[src/hdl/cnts_pkg.sv]
// ============================================================================
// cnts_pkg
// Shared types and constants for the calibrated nanosecond timestamp block.
// ============================================================================
package cnts_pkg;

  // Width of the operands of the shared divider.
  localparam int unsigned DIV_W = 64;

  // Nanoseconds per millisecond tick, and the largest sub-millisecond value.
  localparam int unsigned NS_PER_MS_W = 20;
  localparam logic [NS_PER_MS_W-1:0] NS_PER_MS = 20'd1000000;
  localparam logic [NS_PER_MS_W-1:0] SUB_MS_MAX = 20'd999999;

  // Register reset values.
  localparam logic [15:0] RECAL_INTERVAL_RST = 16'd100;
  localparam logic [31:0] RATE_MIN_RST = 32'd100000;
  localparam logic [31:0] RATE_MAX_RST = 32'd100000000;
  localparam logic [31:0] FALLBACK_RATE_RST = 32'd3000000;
  localparam logic [31:0] CYCLES_PER_TICK_RST = 32'd3000000;

  // Configuration register indexes.
  typedef enum logic [1:0] {
    REG_RECAL_INTERVAL = 2'd0,
    REG_RATE_MIN       = 2'd1,
    REG_RATE_MAX       = 2'd2,
    REG_FALLBACK_RATE  = 2'd3
  } cfg_index_t;

  typedef logic [31:0] cfg_data_t;

  typedef struct packed {
    logic [63:0] tick_count;
    logic [63:0] cycle_count;
    logic [63:0] tick_edge_cycles;
  } req_item_t;

  typedef struct packed {
    logic [63:0] time_ns;
    logic [31:0] rate_in_use;
  } rsp_item_t;

  typedef enum logic [3:0] {
    ST_IDLE,
    ST_DIFF,
    ST_CALIB,
    ST_RATE_DIV,
    ST_RATE_CHECK,
    ST_SUB_MUL,
    ST_SUB_START,
    ST_SUB_DIV,
    ST_TICK_MUL,
    ST_OUT
  } state_t;

endpackage

[src/hdl/cnts_stream_if.sv]
// ============================================================================
// cnts_stream_if
// Valid/ready channel carrying one payload item per transfer.
// ============================================================================
interface cnts_stream_if #(
  parameter type payload_t = logic
) ();
  logic     valid;
  logic     ready;
  payload_t data;

  modport source (output valid, output data, input ready);
  modport sink (input valid, input data, output ready);
endinterface

[src/hdl/cnts_divider.sv]
// ============================================================================
// cnts_divider
// Restoring unsigned divider, one quotient bit per cycle.
// ============================================================================
module cnts_divider (
  input  logic                      clk,
  input  logic                      rst,
  input  logic                      start,
  input  logic [cnts_pkg::DIV_W-1:0] dividend,
  input  logic [cnts_pkg::DIV_W-1:0] divisor,
  output logic                      done,
  output logic [cnts_pkg::DIV_W-1:0] quotient
);
  import cnts_pkg::*;

  localparam int unsigned CNT_W = $clog2(DIV_W);

  logic [DIV_W-1:0] rem;
  logic [DIV_W-1:0] quo;
  logic [DIV_W-1:0] dvsr;
  logic [CNT_W-1:0] cnt;
  logic             active;
  logic [DIV_W:0]   rem_shift;
  logic [DIV_W:0]   trial;

  assign rem_shift = {rem, quo[DIV_W-1]};
  assign trial     = rem_shift - {1'b0, dvsr};
  assign quotient  = quo;

  always_ff @(posedge clk) begin
    if (rst) begin
      active <= 1'b0;
      done   <= 1'b0;
    end else begin
      done <= 1'b0;
      if (start) begin
        active <= 1'b1;
        cnt    <= '0;
      end else if (active) begin
        cnt <= cnt + CNT_W'(1);
        if (cnt == CNT_W'(DIV_W - 1)) begin
          active <= 1'b0;
          done   <= 1'b1;
        end
      end
    end
  end

  // The dividend shifts out of the quotient register as quotient bits enter.
  always_ff @(posedge clk) begin
    if (start) begin
      rem  <= '0;
      quo  <= dividend;
      dvsr <= divisor;
    end else if (active) begin
      if (!trial[DIV_W]) begin
        rem <= trial[DIV_W-1:0];
        quo <= {quo[DIV_W-2:0], 1'b1};
      end else begin
        rem <= rem_shift[DIV_W-1:0];
        quo <= {quo[DIV_W-2:0], 1'b0};
      end
    end
  end

endmodule

[src/hdl/calibrated_ns_timestamp_core.sv]
// ============================================================================
// calibrated_ns_timestamp_core
// Converts tick and cycle counter readings into a calibrated ns timestamp.
// ============================================================================
// Each transfer on the request channel carries the millisecond tick count,
// the cycle counter and the cycle count latched at the last tick edge. Each
// one produces exactly one transfer on the response channel with time_ns and
// the cycles-per-millisecond rate that was used.
// The block works on one request at a time and drops request.ready from
// acceptance until the response is loaded into the output register.
// Measuring the rate again adds a division, and a zero divisor skips the
// sub-millisecond division. Both use the shared one-bit-per-cycle 64-bit
// divider (64 steps per division); the shift-add multiply by 1000000 runs
// 20 steps for the sub-millisecond product and 20 for the tick product.
// The response stays in its output register while the receiver stalls; the
// next request can be accepted meanwhile, but its result waits until the
// register is free. Configuration writes through cfg_we/cfg_index/cfg_wdata
// take effect at once and are meant for idle periods only. Reset clears the
// calibration reference (the first request only records a reference point),
// sets the rate to its default and restores the register defaults.
// ============================================================================
module calibrated_ns_timestamp_core (
  input  logic                  clk,
  input  logic                  rst,
  cnts_stream_if.sink           request,
  cnts_stream_if.source         response,
  input  logic                  cfg_we,
  input  cnts_pkg::cfg_index_t  cfg_index,
  input  cnts_pkg::cfg_data_t   cfg_wdata
);
  import cnts_pkg::*;

  localparam int unsigned BIT_W = $clog2(NS_PER_MS_W);

  // Configuration registers.
  logic [15:0] recal_interval;
  logic [31:0] rate_min;
  logic [31:0] rate_max;
  logic [31:0] fallback_rate;

  // Calibration state.
  logic [31:0] cycles_per_tick;
  logic [63:0] calib_ref_tick;
  logic [63:0] calib_ref_cycles;

  // Working registers for the current request.
  logic [63:0] tick;
  logic [63:0] cycles;
  logic [63:0] edge_cycles;
  logic [63:0] dt;
  logic [63:0] dc;
  logic [63:0] delta;
  logic [63:0] acc;
  logic [63:0] mcand;
  logic [BIT_W-1:0] bit_idx;
  logic [NS_PER_MS_W-1:0] sub;
  logic [31:0] rate;

  state_t state;
  state_t state_next;

  logic             div_start;
  logic [63:0]      div_dividend;
  logic [63:0]      div_divisor;
  logic             div_done;
  logic [63:0]      div_quotient;
  logic [31:0]      divisor_sel;
  logic             mul_last;
  logic             out_free;
  logic             recal_due;
  logic             rate_ok;

  rsp_item_t   out_item;
  logic        out_valid;

  assign request.ready  = (state == ST_IDLE);
  assign response.valid = out_valid;
  assign response.data  = out_item;

  assign divisor_sel = (cycles_per_tick != 32'd0) ? cycles_per_tick : fallback_rate;
  assign mul_last    = (bit_idx == BIT_W'(NS_PER_MS_W - 1));
  assign out_free    = !out_valid || response.ready;
  assign recal_due   = (dt >= {48'd0, recal_interval});
  assign rate_ok     = (div_quotient[63:32] == 32'd0) &&
                       (div_quotient[31:0] >= rate_min) &&
                       (div_quotient[31:0] <= rate_max);

  cnts_divider u_divider (
    .clk      (clk),
    .rst      (rst),
    .start    (div_start),
    .dividend (div_dividend),
    .divisor  (div_divisor),
    .done     (div_done),
    .quotient (div_quotient)
  );

  always_ff @(posedge clk) begin
    if (rst) begin
      state <= ST_IDLE;
    end else begin
      state <= state_next;
    end
  end

  always_comb begin
    state_next   = state;
    div_start    = 1'b0;
    div_dividend = acc;
    div_divisor  = {32'd0, divisor_sel};
    unique case (state)
      ST_IDLE: begin
        if (request.valid) begin
          state_next = ST_DIFF;
        end
      end
      ST_DIFF: begin
        state_next = ST_CALIB;
      end
      ST_CALIB: begin
        state_next = ST_SUB_MUL;
        if (calib_ref_cycles != 64'd0 && recal_due && dt != 64'd0 && dc != 64'd0) begin
          div_start    = 1'b1;
          div_dividend = dc;
          div_divisor  = dt;
          state_next   = ST_RATE_DIV;
        end
      end
      ST_RATE_DIV: begin
        if (div_done) begin
          state_next = ST_RATE_CHECK;
        end
      end
      ST_RATE_CHECK: begin
        state_next = ST_SUB_MUL;
      end
      ST_SUB_MUL: begin
        if (mul_last) begin
          state_next = ST_SUB_START;
        end
      end
      ST_SUB_START: begin
        if (divisor_sel == 32'd0) begin
          state_next = ST_TICK_MUL;
        end else begin
          div_start  = 1'b1;
          state_next = ST_SUB_DIV;
        end
      end
      ST_SUB_DIV: begin
        if (div_done) begin
          state_next = ST_TICK_MUL;
        end
      end
      ST_TICK_MUL: begin
        if (mul_last) begin
          state_next = ST_OUT;
        end
      end
      ST_OUT: begin
        if (out_free) begin
          state_next = ST_IDLE;
        end
      end
      default: begin
        state_next = ST_IDLE;
      end
    endcase
  end

  // Configuration and calibration state.
  always_ff @(posedge clk) begin
    if (rst) begin
      recal_interval   <= RECAL_INTERVAL_RST;
      rate_min         <= RATE_MIN_RST;
      rate_max         <= RATE_MAX_RST;
      fallback_rate    <= FALLBACK_RATE_RST;
      cycles_per_tick  <= CYCLES_PER_TICK_RST;
      calib_ref_tick   <= '0;
      calib_ref_cycles <= '0;
    end else begin
      if (cfg_we) begin
        unique case (cfg_index)
          REG_RECAL_INTERVAL: recal_interval <= cfg_wdata[15:0];
          REG_RATE_MIN:       rate_min       <= cfg_wdata;
          REG_RATE_MAX:       rate_max       <= cfg_wdata;
          REG_FALLBACK_RATE:  fallback_rate  <= cfg_wdata;
          default: ;
        endcase
      end
      // The reference point moves whenever a reference is taken or the rate
      // is measured, whether or not the measured rate is accepted.
      if (state == ST_CALIB &&
          (calib_ref_cycles == 64'd0 || (recal_due && (dt == 64'd0 || dc == 64'd0)))) begin
        calib_ref_tick   <= tick;
        calib_ref_cycles <= cycles;
      end
      if (state == ST_RATE_CHECK) begin
        calib_ref_tick   <= tick;
        calib_ref_cycles <= cycles;
        if (rate_ok) begin
          cycles_per_tick <= div_quotient[31:0];
        end
      end
    end
  end

  // Request datapath.
  always_ff @(posedge clk) begin
    unique case (state)
      ST_IDLE: begin
        if (request.valid) begin
          tick        <= request.data.tick_count;
          cycles      <= request.data.cycle_count;
          edge_cycles <= request.data.tick_edge_cycles;
        end
      end
      ST_DIFF: begin
        dt    <= tick - calib_ref_tick;
        dc    <= (cycles > calib_ref_cycles) ? (cycles - calib_ref_cycles) : 64'd0;
        delta <= (cycles > edge_cycles && edge_cycles != 64'd0) ?
                 (cycles - edge_cycles) : 64'd0;
      end
      ST_CALIB, ST_RATE_CHECK: begin
        acc     <= '0;
        mcand   <= delta;
        bit_idx <= '0;
      end
      ST_SUB_MUL, ST_TICK_MUL: begin
        if (NS_PER_MS[bit_idx]) begin
          acc <= acc + mcand;
        end
        mcand   <= {mcand[62:0], 1'b0};
        bit_idx <= bit_idx + BIT_W'(1);
      end
      ST_SUB_START: begin
        rate <= divisor_sel;
        if (divisor_sel == 32'd0) begin
          sub     <= SUB_MS_MAX;
          acc     <= '0;
          mcand   <= tick;
          bit_idx <= '0;
        end
      end
      ST_SUB_DIV: begin
        if (div_done) begin
          sub     <= (div_quotient > {44'd0, SUB_MS_MAX}) ?
                     SUB_MS_MAX : div_quotient[NS_PER_MS_W-1:0];
          acc     <= '0;
          mcand   <= tick;
          bit_idx <= '0;
        end
      end
      default: ;
    endcase
  end

  // Output register.
  always_ff @(posedge clk) begin
    if (rst) begin
      out_valid <= 1'b0;
    end else begin
      if (out_valid && response.ready) begin
        out_valid <= 1'b0;
      end
      if (state == ST_OUT && out_free) begin
        out_valid <= 1'b1;
      end
    end
  end

  always_ff @(posedge clk) begin
    if (state == ST_OUT && out_free) begin
      out_item.time_ns     <= acc + {44'd0, sub};
      out_item.rate_in_use <= rate;
    end
  end

endmodule

[src/flat_wrapper.sv]
// flat-port wrapper written by rule: the top's interface ports become plain ports
module calibrated_ns_timestamp_core_flat import cnts_pkg::*;
  (clk, rst, cfg_we, cfg_index, cfg_wdata, request_valid, request_data, request_ready, response_valid, response_data, response_ready);
  cnts_stream_if #(.payload_t(req_item_t)) request_i ();
  cnts_stream_if #(.payload_t(rsp_item_t)) response_i ();
  input  logic clk;
  input  logic rst;
  input  logic cfg_we;
  input  cnts_pkg::cfg_index_t cfg_index;
  input  cnts_pkg::cfg_data_t cfg_wdata;
  input wire logic [$bits(request_i.valid)-1:0] request_valid;
  input wire logic [$bits(request_i.data)-1:0] request_data;
  output wire logic [$bits(request_i.ready)-1:0] request_ready;
  output wire logic [$bits(response_i.valid)-1:0] response_valid;
  output wire logic [$bits(response_i.data)-1:0] response_data;
  input wire logic [$bits(response_i.ready)-1:0] response_ready;
  assign request_i.valid = request_valid;
  assign request_i.data = request_data;
  assign request_ready = request_i.ready;
  assign response_valid = response_i.valid;
  assign response_data = response_i.data;
  assign response_i.ready = response_ready;
  calibrated_ns_timestamp_core u_core (.clk(clk), .rst(rst), .request(request_i), .response(response_i), .cfg_we(cfg_we), .cfg_index(cfg_index), .cfg_wdata(cfg_wdata));
endmodule
[config.mk]
export PLATFORM = sky130hd
export DESIGN_NAME = calibrated_ns_timestamp_core_flat
export DESIGN_NICKNAME = d
export VERILOG_FILES = /design/src/hdl/cnts_pkg.sv /design/src/hdl/cnts_stream_if.sv /design/src/hdl/cnts_divider.sv /design/src/hdl/calibrated_ns_timestamp_core.sv /design/src/flat_wrapper.sv
export SDC_FILE = /design/constraint.sdc
export NUM_CORES = 2
export LEC_CHECK = 0
export ABC_AREA = 0
export BUFFER_PORTS_ARGS = -buffer_cell sky130_fd_sc_hd__buf_2
export CAP_MARGIN = 20
export CORE_MARGIN = 10
export CORE_UTILIZATION = 45
export DETAILED_ROUTE_END_ITERATION = 10
export PLACE_DENSITY = 0.75
export SLEW_MARGIN = 20
export SYNTH_ARGS = -nofsm -noshare
export SYNTH_HDL_FRONTEND = slang
export SYNTH_SLANG_ARGS = --single-unit
export TNS_END_PERCENT = 30
[constraint.sdc]
create_clock -name clk -period 19.52 [get_ports clk]
set_input_delay 1.952 -clock clk [delete_from_list [all_inputs] [get_ports clk]]
set_output_delay 1.952 -clock clk [all_outputs]
set_load 0.01 [all_outputs]
# == Word-level counts from Yosys, hierarchy flattened ==
# Memories as Yosys holds them, arrays and structs flattened. A register that Yosys moved wholly into a read port is not among the register bits.
# Cells that the tools add are included.
# classes
n_addsub,8
n_reduce_logical,46
eq_ne,22
order_cmp,7
n_bitwise,2
muxes,48
# ops
operator,count
two-way mux 64 bit,14
one-hot mux 64 bit (4 select lines),2
nonzero test 64 bit,4
logical NOT 64 bit,3
subtractor 64 bit,3
greater-than comparator 64 bit,2
two-way mux 32 bit,3
subtractor 65 x 64 -> 65 bit,1
adder 64 x 20 -> 64 bit,1
adder 64 bit,1
greater-or-equal comparator 64 x 16 -> 1 bit,1
greater-than comparator 64 x 20 -> 1 bit (second input constant),1
logical NOT 32 bit,2
two-way mux 20 bit,3
one-hot mux 20 bit (2 select lines),1
one-hot mux 4 bit (10 select lines),1
greater-or-equal comparator 32 bit,1
less-or-equal comparator 32 bit,1
nonzero test 32 bit,1
two-way mux 4 bit,7
one-hot mux 5 bit (4 select lines),1
== test 4 x 3 -> 1 bit (second input constant),4
AND reduction 2 bit,8
two-way mux 5 bit,3
other kinds (29),64
# word_totals
mem_bits_ro,32
ff_bits,1142
elab_cells,163
input_bits,231
n_memories,1
out_inout_bits,98
# mem_list
name,words,width,read_ports,rd_clocked_by_memory_dff,write_ports,line,rtl
(name not given),32,1,1,1,0,calibrated_ns_timestamp_core.sv:230,if (NS_PER_MS[bit_idx]) begin

# == Depth between registers and ports, before layout ==
# logic_depth
ltp_word,8
ltp_mapped,17
ltp_nobuf,14

# == Cells and area by module ==
# Synthesis repeated with hierarchy kept, for this count alone.
# hier_totals
hier_cells,6706
area_unflattened_um2,65432.8
# modules_own_cells
mod,cells_each,n_inst,seq_area_each_um2,area_per_inst_um2
calibrated_ns_timestamp_core,5485,1,25534.5,53687.7
cnts_divider,1221,1,5345.1,11745.0

# == Worst setup path after synthesis ==
# Ideal clock, no wire load.
# synth_timing
path_kind,reg2reg
from,register u_core.state[0]
to,"register u_core.dc[0], enable pin"
setup_ns,1.282
required_ns,18.238
arrival_ns,20.349
period_less_slack_ns,21.631
n_path_buf,1
stages_incl_launch_ff,3
setup_slack_ns,-2.111
path_cell_list,dfxtp_1 clkbuf_1 nor4b_1
# synth_between
elab_chain_cells,1
# synth_lines
item,line,rtl
"start, declared",calibrated_ns_timestamp_core.sv:59,state_t state;
"start signal, assigned",calibrated_ns_timestamp_core.sv:102,state <= state_next;
== test 4 x 1 -> 1 bit,calibrated_ns_timestamp_core.sv:210,unique case (state)
"end signal, assigned",calibrated_ns_timestamp_core.sv:220,dc <= (cycles > calib_ref_cycles) ? (cycles - calib_ref_cycles) : 64'd0;
"end, declared",calibrated_ns_timestamp_core.sv:51,logic [63:0] dc;
# No other way between the ends.
# A chain may end at the register's enable or synchronous reset.

# == Worst setup path after layout ==
# layout_timing
from,register u_core.calib_ref_cycles[58]
to,"register u_core.u_divider.quo[29] (netlist: u_core.u_divider.quotient[29]), enable pin"
# layout_between
elab_chain_cells,7
# layout_lines
item,line,rtl
"start, declared",calibrated_ns_timestamp_core.sv:44,logic [63:0] calib_ref_cycles;
"start signal, assigned",calibrated_ns_timestamp_core.sv:196,calib_ref_cycles <= cycles;
"start signal, assigned",calibrated_ns_timestamp_core.sv:200,calib_ref_cycles <= cycles;
nonzero test 64 bit,calibrated_ns_timestamp_core.sv:122,if (calib_ref_cycles != 64'd0 && recal_due && dt != 64'd0 && dc != 64'd0) begin
logical AND 1 bit (3 in series),calibrated_ns_timestamp_core.sv:122,
two-way mux 1 bit,calibrated_ns_timestamp_core.sv:122,
one-hot mux 1 bit (2 select lines),calibrated_ns_timestamp_core.sv:111,unique case (state)
nonzero test 2 bit (no source line),n/a,
"end signal, assigned",cnts_divider.sv:53,quo <= dividend;
"end signal, assigned",cnts_divider.sv:58,"quo <= {quo[DIV_W-2:0], 1'b1};"
"end signal, assigned",cnts_divider.sv:61,"quo <= {quo[DIV_W-2:0], 1'b0};"
"end, declared",cnts_divider.sv:19,logic [DIV_W-1:0] quo;
# No other way between the ends.

==> flow_summary_export.csv <==
group,metric,value,unit
detailed_routing,viasPerCell,5.77,
detailed_routing,dr.first_iter.drc_count,5356,
floorplanning,core_area,143000,um^2
hold_path,hp-class,"reg -> reg",
clocking,post_cts_buffers,0,
floorplanning,die_h,400,um
yosys,ys.flop_type,"edfxtp_1",
place,hpwl,152000,um
clocking,cts.path.max_buffers,3,
floorplanning,rows,139,
floorplanning,die_area,160000,um^2
clocking,htreeDepth,3,
power_and_ir_drop,power_frac_clock,18.3,%
timing,fmax,0.177,GHz
global_routing,gr-usage-all-layers,23.7,%
power_and_ir_drop,pwr-share-comb,47.9,%
clocking,clock-sinks,1143,
yosys,syn_nets,7298,
yosys,synthCells,6641,
setup_path,crit_buf_inv,4,
timing,hold_viol,0,
yosys,ys_ff_latch,1143,
clocking,cts-hold-fix-buffers,0,
floorplanning,die_w,400,um
hold_path,worstHoldPathCells,0,
final_layout,nets,7484,
final_layout,largest_reg_flops,96,
setup_path,required,19.90,ns
yosys,yosysSeqAreaShare,47.6,%
clocking,path_clk_slew,0.06,ns
setup_path,regToRegSetupSlack,13.88,ns
yosys,async_reset_ff_share,0,%
global_routing,grt_pass1_vias,48786,
global_routing,grt_overflow_total,0,
timing,maxSlewHeadroom,21.2,%
setup_path,critical-path-top-delay-family,"simple AND/OR/NAND/NOR gates",
detailed_routing,vias,50973,
clocking,ctsResizeCount,0,
setup_path,end_kind,"flop",
setup_path,r2r_start,"u_core.calib_ref_cycles[58]$_SDFFE_PP0P_",
floorplanning,boundaryPins,329,
setup_path,startpoint_type,"flop",
hold_path,hold_path.startpoint,"u_core.rate[13]$_DFFE_PP_",
detailed_routing,antenna_left,0,
timing,rsz0062_at_grt,"no",
run,cap_violations,0,
place,placedCellCount,8607,
power_and_ir_drop,leakage,0.0299,uW
yosys,synth.distinct_cells,90,
power_and_ir_drop,vdd_drop_max,0.148,mV
setup_path,slowest_delay,0.80,ns
timing,setup_viol,0,
hold_path,min_to,"u_core.response.data[13]$_DFFE_PP_",
place,gp_congestion,0.966,
global_routing,grt_max_degree,109,
setup_path,path_cells,"nor4_1 > nand4_1 > nor4_1 > buf_4 > a211o_1 > or4_4 > and2_4 > inv_6 > nor2_1 > inv_2 > buf_4",
final_layout,area.growth.synth_to_final,11.3,%
timing,drv_slew,0,
clocking,cts_tree,"yes",
power_and_ir_drop,seqPwrFrac,33.8,%
yosys,syn_area,64800,um^2
setup_path,arrival,6.02,ns
power_and_ir_drop,p_sw,5400,uW
power_and_ir_drop,p_sw_share,42.7,%
setup_path,worstPathMaxFanout,90,
power_and_ir_drop,power.internal,7260,uW
setup_path,crit_type,"reg -> reg",
timing,hold_ws,0.418,ns
timing,tns,0,ns
timing,worst_slew_pin_slew,1.17,ns
place,port_buffers,328,
detailed_routing,post_drt_wl_per_cell,22.2,um
yosys,yosys_warnings,0,
yosys,synth-edff-count,799,
global_routing,antenna_found_initial,8,
clocking,cts_root_buf,"clkbuf_16",
timing,fin_crit_sh,28.9,%
floorplanning,initial_utilization,45.3,%
clocking,cts_buffers,120,
timing,finalClockSkew,0.0756,ns
final_layout,final_cells,8841,
detailed_routing,routed_wl,196000,um
yosys,avgSynthCellArea,9.76,um^2
setup_path,rr_worst_depth,11,
timing,min_period,5.64,ns
detailed_routing,post-route-drc-count,0,
setup_path,crit_slowest_cell,"nor4_1",
clocking,clock_latency,0.78,ns
detailed_routing,drt_first_pass_iters,8,
final_layout,drive_gt1_share,9.65,%
global_routing,grt_pass1_wl,295000,um
power_and_ir_drop,power-per-cell-area,175,nW/um^2
setup_path,r2r-end,"u_core.u_divider.quotient[29]$_DFFE_PP_",
run_status,status,"finished, final reports clean",
setup_path,startpoint,"u_core.calib_ref_cycles[58]$_SDFFE_PP0P_",
## cells in the mapped netlist (all sizes together) (17+ instances only)
| cell type | instances | area, um^2 |
|---|---|---|
| o211ai | 23 | 173 |
| o21ai | 287 | 1440 |
| ha | 420 | 5260 |
| nand2b | 63 | 394 |
| nor3 | 60 | 305 |
| a31oi | 47 | 307 |
| and3 | 38 | 238 |
| a21o | 256 | 1920 |
| nand4 | 137 | 857 |
| o31ai | 29 | 231 |
| nor4 | 112 | 701 |
| xor2 | 135 | 1180 |
| clkbuf | 253 | 950 |
| a211oi | 36 | 270 |
| a22oi | 67 | 503 |
| nand2 | 613 | 2300 |
| mux2 | 33 | 372 |
| nor2b | 61 | 382 |
| a21oi | 610 | 3050 |
| edfxtp | 799 | 24000 |
| buf | 58 | 309 |
| and2 | 29 | 184 |
| xnor2 | 222 | 1960 |
| o21a | 40 | 300 |
| a211o | 31 | 272 |
| o21bai | 60 | 450 |
| or3 | 17 | 106 |
| nor2 | 707 | 2660 |
| mux2i | 258 | 2580 |
| and4 | 17 | 149 |
| nand3b | 33 | 248 |
| inv | 474 | 1780 |
| nand3 | 82 | 415 |
| dfxtp | 344 | 6890 |
## layout by cell type (no fill, tap or decap), drive strengths merged, types with 13 or more instances in the layout
cell,Yosys,layout
edfxtp,799,799
nor2,707,707
nand2,613,613
a21oi,610,610
inv,474,478
ha,420,420
buf,58,374
dfxtp,344,344
o21ai,287,287
mux2i,258,258
a21o,256,256
xnor2,222,222
clkbuf,253,146
nand4,137,137
xor2,135,135
nor4,112,112
nand3,82,82
a22oi,67,67
nand2b,63,63
nor2b,61,61
clkinv,0,61
o21bai,60,60
nor3,60,60
a31oi,47,47
o21a,40,40
and3,38,38
a211oi,36,36
nand3b,33,33
mux2,33,33
a211o,31,31
o31ai,29,29
and2,29,29
o211ai,23,23
or3,17,17
and4,17,17
a21boi,15,15
nor3b,15,15
or2,13,13
o2111ai,13,13
## worst max path at each step
stage,cells after the start,slack (ns),end
after floorplan,2,7.67,u_core.dc[0]$_SDFFCE_PP0P_
after global placement,11,13.85,u_core.u_divider.quotient[53]$_DFFE_PP_
after detailed placement,11,13.83,u_core.u_divider.quotient[53]$_DFFE_PP_
after CTS,11,13.89,u_core.u_divider.quotient[29]$_DFFE_PP_
after global routing,11,13.77,u_core.u_divider.quotient[29]$_DFFE_PP_
final,11,13.88,u_core.u_divider.quotient[29]$_DFFE_PP_
## metal layers
metal / global-route usage, % / vias to the layer above / wire length (um)
li1: - / 24227 / -
met1: 32.6 / 24344 / 84300
met2: 37.3 / 2036 / 88000
met3: 4.20 / 364 / 16300
met4: 8.70 / 2 / 7740
met5: 0 / - / 19
## power by group through the flow
stage / clock [uW] / combinational [uW] / sequential [uW]
floorplan: 0 / 4470 / 4070
global placement: 0 / 5860 / 4280
detailed placement: 0 / 5930 / 4300
CTS: 2350 / 5970 / 4260
global route: 2440 / 6670 / 4340
finish: 2310 / 6060 / 4280
## metrics by stage
stage                     total power (uW)  util, %  area, um^2  setup slack (ns)
after floorplan                       8530        -       64900              7.67
after global placement               10100     47.5       68100             13.85
after detailed placement             10200     47.5       68100             13.83
after CTS                            12600     50.3       72100             13.89
after global routing                 13400     50.4       72200             13.77
final                                12700     50.4       72200             13.88
## cells by family after synthesis
group,Yosys count,synth area share (%)
AND/OR/NAND/NOR,2014,14.3
AO/OA/AOI/OAI,1625,15.7
multiplexers,291,4.56
flip-flops,1143,47.6
adder cells (fa/ha/maj),426,8.29
buffers and inverters,785,4.69
XOR/XNOR,357,4.85
## area by class of cell
cell class	instances	area [um^2]
Antenna cell	4	10.0
Clock buffer	145	3200
Clock inverter	84	821
Fill cell	13125	71100
Inverter	474	1780
Multi-Input combinational cell	4713	31100
Sequential cell	1143	30900
Tap cell	1903	2380
Timing Repair Buffer	375	2010
No activity file was read; power rests on OpenSTA's default activity.
